==> config.mk <==
export PLATFORM = sky130hd
export DESIGN_NAME = heater_thermal_interlock_fsm
export DESIGN_NICKNAME = d
export VERILOG_FILES = /design/src/rtl/htifsm_pkg.sv /design/src/rtl/heater_thermal_interlock_fsm.sv
export SDC_FILE = /design/constraint.sdc
export NUM_CORES = 1
export LEC_CHECK = 0
export BUFFER_PORTS_ARGS = -buffer_cell sky130_fd_sc_hd__clkbuf_2
export CELL_PAD_IN_SITES_DETAIL_PLACEMENT = 1
export CELL_PAD_IN_SITES_GLOBAL_PLACEMENT = 1
export CORE_MARGIN = 2
export CORE_UTILIZATION = 45
export DETAILED_ROUTE_END_ITERATION = 10
export GPL_ROUTABILITY_DRIVEN = 0
export GPL_TIMING_DRIVEN = 0
export PLACE_DENSITY = 0.92
export SLEW_MARGIN = 5
export SYNTH_ARGS = -nofsm -noshare
export SYNTH_HDL_FRONTEND = slang
export SYNTH_SLANG_ARGS = --single-unit
==> constraint.sdc <==
create_clock -name clk -period 9.9 [get_ports clk]
set_input_delay 0.99 -clock clk [delete_from_list [all_inputs] [get_ports clk]]
set_output_delay 0.99 -clock clk [all_outputs]
set_load 0.03 [all_outputs]
==> src/rtl/htifsm_pkg.sv <==
// ----------------------------------------------------------------------------
// htifsm_pkg
// Codes, widths and reset values shared by the heater interlock.
// ----------------------------------------------------------------------------
package htifsm_pkg;

    localparam int TEMP_W  = 12;
    localparam int PWM_W   = 16;
    localparam int OP_W    = 3;
    localparam int ALARM_W = 2;

    // Event codes carried in the request tuser
    localparam logic [OP_W-1:0] OP_FOUND   = 3'd0;
    localparam logic [OP_W-1:0] OP_MISSING = 3'd1;
    localparam logic [OP_W-1:0] OP_SAMPLE  = 3'd2;
    localparam logic [OP_W-1:0] OP_REQ_ON  = 3'd3;
    localparam logic [OP_W-1:0] OP_REQ_OFF = 3'd4;

    // Alarm and buzzer codes
    localparam logic [ALARM_W-1:0] ALARM_NONE     = 2'd0;
    localparam logic [ALARM_W-1:0] ALARM_OVERHEAT = 2'd1;
    localparam logic [ALARM_W-1:0] ALARM_FAIL     = 2'd2;

    // Register indexes on the configuration port
    localparam logic REG_THRESHOLD = 1'b0;
    localparam logic REG_PWM_FULL  = 1'b1;

    // -127 C in 1/16 degree steps
    localparam logic signed [TEMP_W-1:0] INVALID_READING = -12'sd2032;
    localparam logic signed [TEMP_W-1:0] THRESHOLD_RST   = 12'sd1280;
    localparam logic [PWM_W-1:0]         PWM_FULL_RST    = 16'd255;

endpackage

==> src/rtl/heater_thermal_interlock_fsm.sv <==
// ----------------------------------------------------------------------------
// heater_thermal_interlock_fsm
// Safety interlock for one heater and one temperature sensor.
// ----------------------------------------------------------------------------
// Each request is one event (sensor found, sensor missing, temperature sample,
// heater on, heater off) and gives exactly one result: the mode, PWM drive,
// load request, alarm and buzzer codes and sensor presence after the event,
// plus whether an on/off request was accepted. A request passes through an
// input register, then next-state logic writes the interlock state and the
// result register together, and a new request is taken every cycle while
// the result side keeps up. Temperatures are signed 1/16 degree C.
// Threshold and full-scale PWM are set over the APB port at 0x0 and 0x4 and
// act from the next event on.
// ----------------------------------------------------------------------------
module heater_thermal_interlock_fsm
(
    input  logic        clk,
    input  logic        rst_n,
    // request: tdata = temperature[11:0], zero padded
    //          tuser = operation[2:0], sample_valid[3]
    input  logic        s_tvalid,
    output logic        s_tready,
    input  logic [15:0] s_tdata,
    input  logic [3:0]  s_tuser,
    // result: tdata = mode[2:0], pwm[18:3], load_requested[19], alarm_code[21:20],
    //         buzzer_code[23:22], sensor_present[24], accepted[25], zero padded
    output logic        m_tvalid,
    input  logic        m_tready,
    output logic [31:0] m_tdata,
    // configuration
    input  logic        psel,
    input  logic        penable,
    input  logic        pwrite,
    input  logic [2:0]  paddr,
    input  logic [31:0] pwdata,
    output logic [31:0] prdata,
    output logic        pready
);

    typedef enum logic [2:0] {
        MODE_BOOT  = 3'd0,
        MODE_SCAN  = 3'd1,
        MODE_SAFE  = 3'd2,
        MODE_MON   = 3'd3,
        MODE_ON    = 3'd4,
        MODE_ALARM = 3'd5,
        MODE_FAIL  = 3'd6
    } mode_t;

    localparam int TW = htifsm_pkg::TEMP_W;
    localparam int PW = htifsm_pkg::PWM_W;
    localparam int AW = htifsm_pkg::ALARM_W;

    // configuration registers
    logic signed [TW-1:0] threshold_reg;
    logic [PW-1:0]        pwm_full_reg;

    // input stage
    logic                          in_valid_reg;
    logic [htifsm_pkg::OP_W-1:0]   in_op_reg;
    logic                          in_sv_reg;
    logic signed [TW-1:0]          in_temp_reg;

    // interlock state
    mode_t                mode_reg, mode_next;
    logic [PW-1:0]        pwm_reg, pwm_next;
    logic                 load_reg, load_next;
    logic [AW-1:0]        alarm_reg, alarm_next;
    logic [AW-1:0]        buzzer_reg, buzzer_next;
    logic                 present_reg, present_next;
    logic                 rvalid_reg, rvalid_next;
    logic signed [TW-1:0] reading_reg, reading_next;
    logic                 acc_next;

    // result stage
    logic        out_valid_reg;
    logic [31:0] out_data_reg;

    logic advance;
    logic cfg_wr;

    assign advance  = !out_valid_reg || m_tready;
    assign s_tready = !in_valid_reg || advance;
    assign m_tvalid = out_valid_reg;
    assign m_tdata  = out_data_reg;
    assign pready   = 1'b1;
    assign cfg_wr   = psel && penable && pwrite;

    always_comb
    begin
        if (paddr[2] == htifsm_pkg::REG_THRESHOLD)
            prdata = {{(32-TW){threshold_reg[TW-1]}}, threshold_reg};
        else
            prdata = {{(32-PW){1'b0}}, pwm_full_reg};
    end

    always_ff @(posedge clk or negedge rst_n)
    begin
        if (!rst_n)
        begin
            threshold_reg <= htifsm_pkg::THRESHOLD_RST;
            pwm_full_reg  <= htifsm_pkg::PWM_FULL_RST;
        end
        else if (cfg_wr)
        begin
            if (paddr[2] == htifsm_pkg::REG_THRESHOLD)
                threshold_reg <= pwdata[TW-1:0];
            else
                pwm_full_reg <= pwdata[PW-1:0];
        end
    end

    // Next state for one event; a refresh of the drive always closes its branch.
    always_comb
    begin
        logic refresh;
        logic active;
        logic run;

        mode_next    = mode_reg;
        pwm_next     = pwm_reg;
        load_next    = load_reg;
        alarm_next   = alarm_reg;
        buzzer_next  = buzzer_reg;
        present_next = present_reg;
        rvalid_next  = rvalid_reg;
        reading_next = reading_reg;
        acc_next     = 1'b0;
        refresh      = 1'b0;
        run          = 1'b0;
        active       = (mode_reg == MODE_MON) || (mode_reg == MODE_ON);

        case (in_op_reg)
            htifsm_pkg::OP_FOUND:
            begin
                present_next = 1'b1;
                if (mode_reg inside {MODE_SCAN, MODE_SAFE})
                begin
                    mode_next   = MODE_MON;
                    alarm_next  = htifsm_pkg::ALARM_NONE;
                    buzzer_next = htifsm_pkg::ALARM_NONE;
                    load_next   = 1'b0;
                end
                refresh = 1'b1;
            end
            htifsm_pkg::OP_MISSING:
            begin
                present_next = 1'b0;
                load_next    = 1'b0;
                pwm_next     = '0;
                if (mode_reg == MODE_SCAN)
                    mode_next = MODE_SAFE;
            end
            htifsm_pkg::OP_SAMPLE:
            begin
                rvalid_next  = in_sv_reg;
                reading_next = in_sv_reg ? in_temp_reg : htifsm_pkg::INVALID_READING;
                if (!in_sv_reg)
                begin
                    if (mode_reg inside {MODE_MON, MODE_ON, MODE_ALARM})
                    begin
                        load_next   = 1'b0;
                        mode_next   = MODE_FAIL;
                        alarm_next  = htifsm_pkg::ALARM_FAIL;
                        buzzer_next = htifsm_pkg::ALARM_FAIL;
                    end
                    pwm_next = '0;
                end
                else if (mode_reg inside {MODE_FAIL, MODE_SAFE})
                begin
                    mode_next   = MODE_MON;
                    alarm_next  = htifsm_pkg::ALARM_NONE;
                    buzzer_next = htifsm_pkg::ALARM_NONE;
                    load_next   = 1'b0;
                    refresh     = 1'b1;
                end
                else if (mode_reg == MODE_ALARM)
                begin
                    if (in_temp_reg < threshold_reg)
                    begin
                        mode_next   = MODE_MON;
                        alarm_next  = htifsm_pkg::ALARM_NONE;
                        buzzer_next = htifsm_pkg::ALARM_NONE;
                        refresh     = 1'b1;
                    end
                end
                else if (in_temp_reg >= threshold_reg)
                begin
                    load_next   = 1'b0;
                    mode_next   = MODE_ALARM;
                    alarm_next  = htifsm_pkg::ALARM_OVERHEAT;
                    buzzer_next = htifsm_pkg::ALARM_OVERHEAT;
                    pwm_next    = '0;
                end
                else
                begin
                    refresh = 1'b1;
                end
            end
            htifsm_pkg::OP_REQ_ON:
            begin
                if (active && rvalid_reg && (reading_reg < threshold_reg))
                begin
                    load_next = 1'b1;
                    refresh   = 1'b1;
                    acc_next  = 1'b1;
                end
            end
            htifsm_pkg::OP_REQ_OFF:
            begin
                if (active)
                begin
                    load_next = 1'b0;
                    refresh   = 1'b1;
                    acc_next  = 1'b1;
                end
            end
            default:
            begin
                // unused codes leave the state alone
            end
        endcase

        if (refresh)
        begin
            active = (mode_next == MODE_MON) || (mode_next == MODE_ON);
            run    = load_next && rvalid_next && (reading_next < threshold_reg) && active;
            pwm_next = run ? pwm_full_reg : '0;
            if (active)
                mode_next = load_next ? MODE_ON : MODE_MON;
        end
    end

    always_ff @(posedge clk or negedge rst_n)
    begin
        if (!rst_n)
        begin
            in_valid_reg  <= 1'b0;
            out_valid_reg <= 1'b0;
            mode_reg      <= MODE_SCAN;
            pwm_reg       <= '0;
            load_reg      <= 1'b0;
            alarm_reg     <= htifsm_pkg::ALARM_NONE;
            buzzer_reg    <= htifsm_pkg::ALARM_NONE;
            present_reg   <= 1'b0;
            rvalid_reg    <= 1'b0;
            reading_reg   <= htifsm_pkg::INVALID_READING;
        end
        else
        begin
            if (s_tready)
                in_valid_reg <= s_tvalid;
            if (advance)
                out_valid_reg <= in_valid_reg;
            // commit the event when it moves into the result register
            if (advance && in_valid_reg)
            begin
                mode_reg    <= mode_next;
                pwm_reg     <= pwm_next;
                load_reg    <= load_next;
                alarm_reg   <= alarm_next;
                buzzer_reg  <= buzzer_next;
                present_reg <= present_next;
                rvalid_reg  <= rvalid_next;
                reading_reg <= reading_next;
            end
        end
    end

    always_ff @(posedge clk)
    begin
        if (s_tready && s_tvalid)
        begin
            in_op_reg   <= s_tuser[2:0];
            in_sv_reg   <= s_tuser[3];
            in_temp_reg <= s_tdata[TW-1:0];
        end
        if (advance && in_valid_reg)
        begin
            out_data_reg <= {6'd0, acc_next, present_next, buzzer_next, alarm_next,
                             load_next, pwm_next, mode_next};
        end
    end

endmodule

==> out/metrics.yaml <==
synth:
  synth_xor_area_share_pct: 0.283
  synth_top_family_by_area: "compound AO/OA/AOI/OAI gates"
  synth-async-reset-ratio_pct: 61.8
  synthAdderAreaFrac_pct: 6.88
  yosys.area.top_type: "dfrtp_1"
  yosysMostFrequentCell: "nand2_1"
  ys_seq_area_share_pct: 48.2
  yosys.area_share.simple_pct: 13.1
  synth_top_area_share_pct: 22.3
  ys_ff_latch: 110
  synthMuxAreaShare_pct: 8.18
  synthCells: 567
  yosysWarnings: 0
  avgSynthCellArea_um2: 10.9
  synth_area_leaders: "dfrtp_1 (22%), edfxtp_1 (20%), mux2_2 (8.0%), ha_1 (6.9%), dfstp_2 (5.5%)"
  netlist_area_mm2: 0.00618
  ys.flop_type: "dfrtp_1"
  ys_types: 74
  synth_compound_gate_area_share_pct: 16.9
  netlist_top_cells_count: "nand2_1 (67), dfrtp_1 (55), mux2_2 (44), edfxtp_1 (42), ha_1 (34)"
  synth_edf_count: 42
timing:
  finalSetupTns_ns: 0
  setup_viol: 0
  skew_ns: 0.00925
  fin_crit_ns: 4.22
  period_share_pct: 42.6
  fin_ws_ns: 5.68
  rsz0062_at_grt: "no"
  clock.fmax_mhz: 237
  finalHoldViolations: 0
  finalMaxSlewViolations: 0
  relSlewSlack_pct: 39.3
  worst_pin_slew_ns: 0.911
  whs_ns: 0.512
clock_tree:
  cts_resized: 0
  insertion_delay_ns: 0.36
  cts_hold_buf: 0
  cts.path.max_buffers: 2
  root_buffer: "clkbuf_16"
  cts_tree: "yes"
  path_clk_slew_ns: 0.07
  htree_levels: 3
  clock_sinks: 110
  cts_setup_buffers: 0
  cts_made_buffers: 9
min_path:
  hold_path.startpoint: "pwm_reg[2]"
  hp-class: "reg -> reg"
final_layout:
  diodes: 0
  final_area_mm2: 0.00725
  fin_nets: 779
  final_util_pct: 54.3
  syn2layout_area_growth_pct: 17.4
  num-fill-cells: 1495
  seq_area_mm2: 0.00298
  final_layout_size_suffix_gt1_share_pct: 31.5
  largest_register_ffs: 26
  multi_input_area_mm2: 0.00283
  final_cells: 864
placement:
  io_buffers: 99
  placed_area_mm2: 0.00695
  hpwl_um: 13900
  dp_cells: 848
  place_ws_ns: 5.72
floorplanning:
  fp-row-count: 42
  die_x_um: 121
  die_h_um: 121
  dieArea_mm2: 0.0147
  start_util_pct: 46.3
  coreArea_mm2: 0.0133
  ios: 129
worst_setup_path:
  crit_type: "reg -> reg"
  cp_common_cell: "clkbuf_1"
  path_cells: "clkbuf_1 > nor3b_2 > clkbuf_1 > nand3_1 > nand2_1 > ha_1 > a21oi_1 > o22ai_1 > o211ai_1 > nand3_1 > a21oi_1 > o21ba_4 > buf_6 > clkbuf_1 > a32o_1"
  rr_startpoint: "in_op_reg[1]"
  crit_slowest_cell: "nor3b_2"
  cp-end-kind: "flip-flop"
  start_kind: "flip-flop"
  timing.critical_path.required_ns: 10.12
  crit_arrival_ns: 4.44
  critPathMaxStageDelay_ns: 0.61
  cp-startpoint: "in_op_reg[1]"
  path_buf_inv: 4
  crit_family: "buffers and inverters"
  cp_max_fo: 10
power:
  seqPwrFrac_pct: 37.5
  power_mw: 1.78
  power_switching_mw: 0.712
  ir_worst_vdd_v: 0.000103
  power_leakage_nw: 3.33
  comb_power_share_pct: 41.1
  p_per_area_mw_per_mm2: 245
  sw_frac_of_total_pct: 40.1
  internal_power_mw: 1.06
  clkPwrFrac_pct: 21.4
run_status:
  status: "completed"
route:
  vias: 5187
  final_antenna_net_count: 0
  drtIter0Drc: 365
  routed_wl_um: 18300
  wl_per_cell_um: 21.2
  drc: 0
  dr.pass1.iters: 7
  via_per_inst: 6.00
global_routing:
  grt-ovfl-total: 0
  grt_pass1_wl_um: 29100
  grt_usage_pct: 25.7
  antenna_found_initial: 0
  grt_max_degree: 54
  grt_pass1_vias: 5607
job:
  drv_cap: 0
-- routing by layer --
layer / GRT usage (%) / vias up / share of wire [%]
met4: 11.5 / 0 / 2.8
li1: - / 2315 / -
met3: 4.51 / 41 / 5.4
met1: 31.0 / 2611 / 41
met2: 45.0 / 220 / 51
met5: 0 / - / 0
-- final timing paths --
check,to,slack [ns],cells past startpoint
max,m_tdata[13],5.68,15
min,pwm_reg[2],0.51,1
max reg2reg,m_tdata[13],5.68,15
min reg2reg,pwm_reg[2],0.51,1
max in group asynchronous,threshold_reg[8],8.76,2
min in group asynchronous,buzzer_reg[0],0.53,1
-- logic make-up after synthesis --
group,count (synthesis)
AND/OR/NAND/NOR,159
AO/OA/AOI/OAI,143
flip-flops,110
buffers and inverters,72
multiplexers,45
adder cells (fa/ha/maj),34
other,2
XOR/XNOR,2
-- final cells by class --
type	instances	area share (%)
Timing Repair Buffer	100	7.24
Inverter	24	1.24
Multi-Input combinational cell	390	39.0
Clock inverter	5	0.897
Sequential cell	110	41.1
Clock buffer	11	3.35
Tap cell	176	3.04
Buffer	48	4.14
-- power groups by stage --
stage                     sequential, mW  clock [mW]  combinational [mW]
after floorplan                    0.674           0               0.485
after global placement             0.656           0               0.665
after detailed placement           0.672           0               0.720
after CTS                          0.663       0.385               0.724
after global routing               0.675       0.402               0.798
final                              0.666       0.380               0.730
-- cell usage in the layout, fill, tap and decap left out, types with 8 or more instances in the layout --
cell and n:
buf_4 22, nand2_1 67, a31oi_1 8, o21ai_0 30, inv_1 23, ha_1 34, a22o_1 18, clkbuf_1 15
dfrtp_1 55, edfxtp_1 42, mux2_2 44, nor2_1 21, clkbuf_2 99, a21oi_1 25, nand3_1 18, a32o_1 17
clkbuf_16 9, dfstp_2 13
Power figures use the tool's default switching activity.
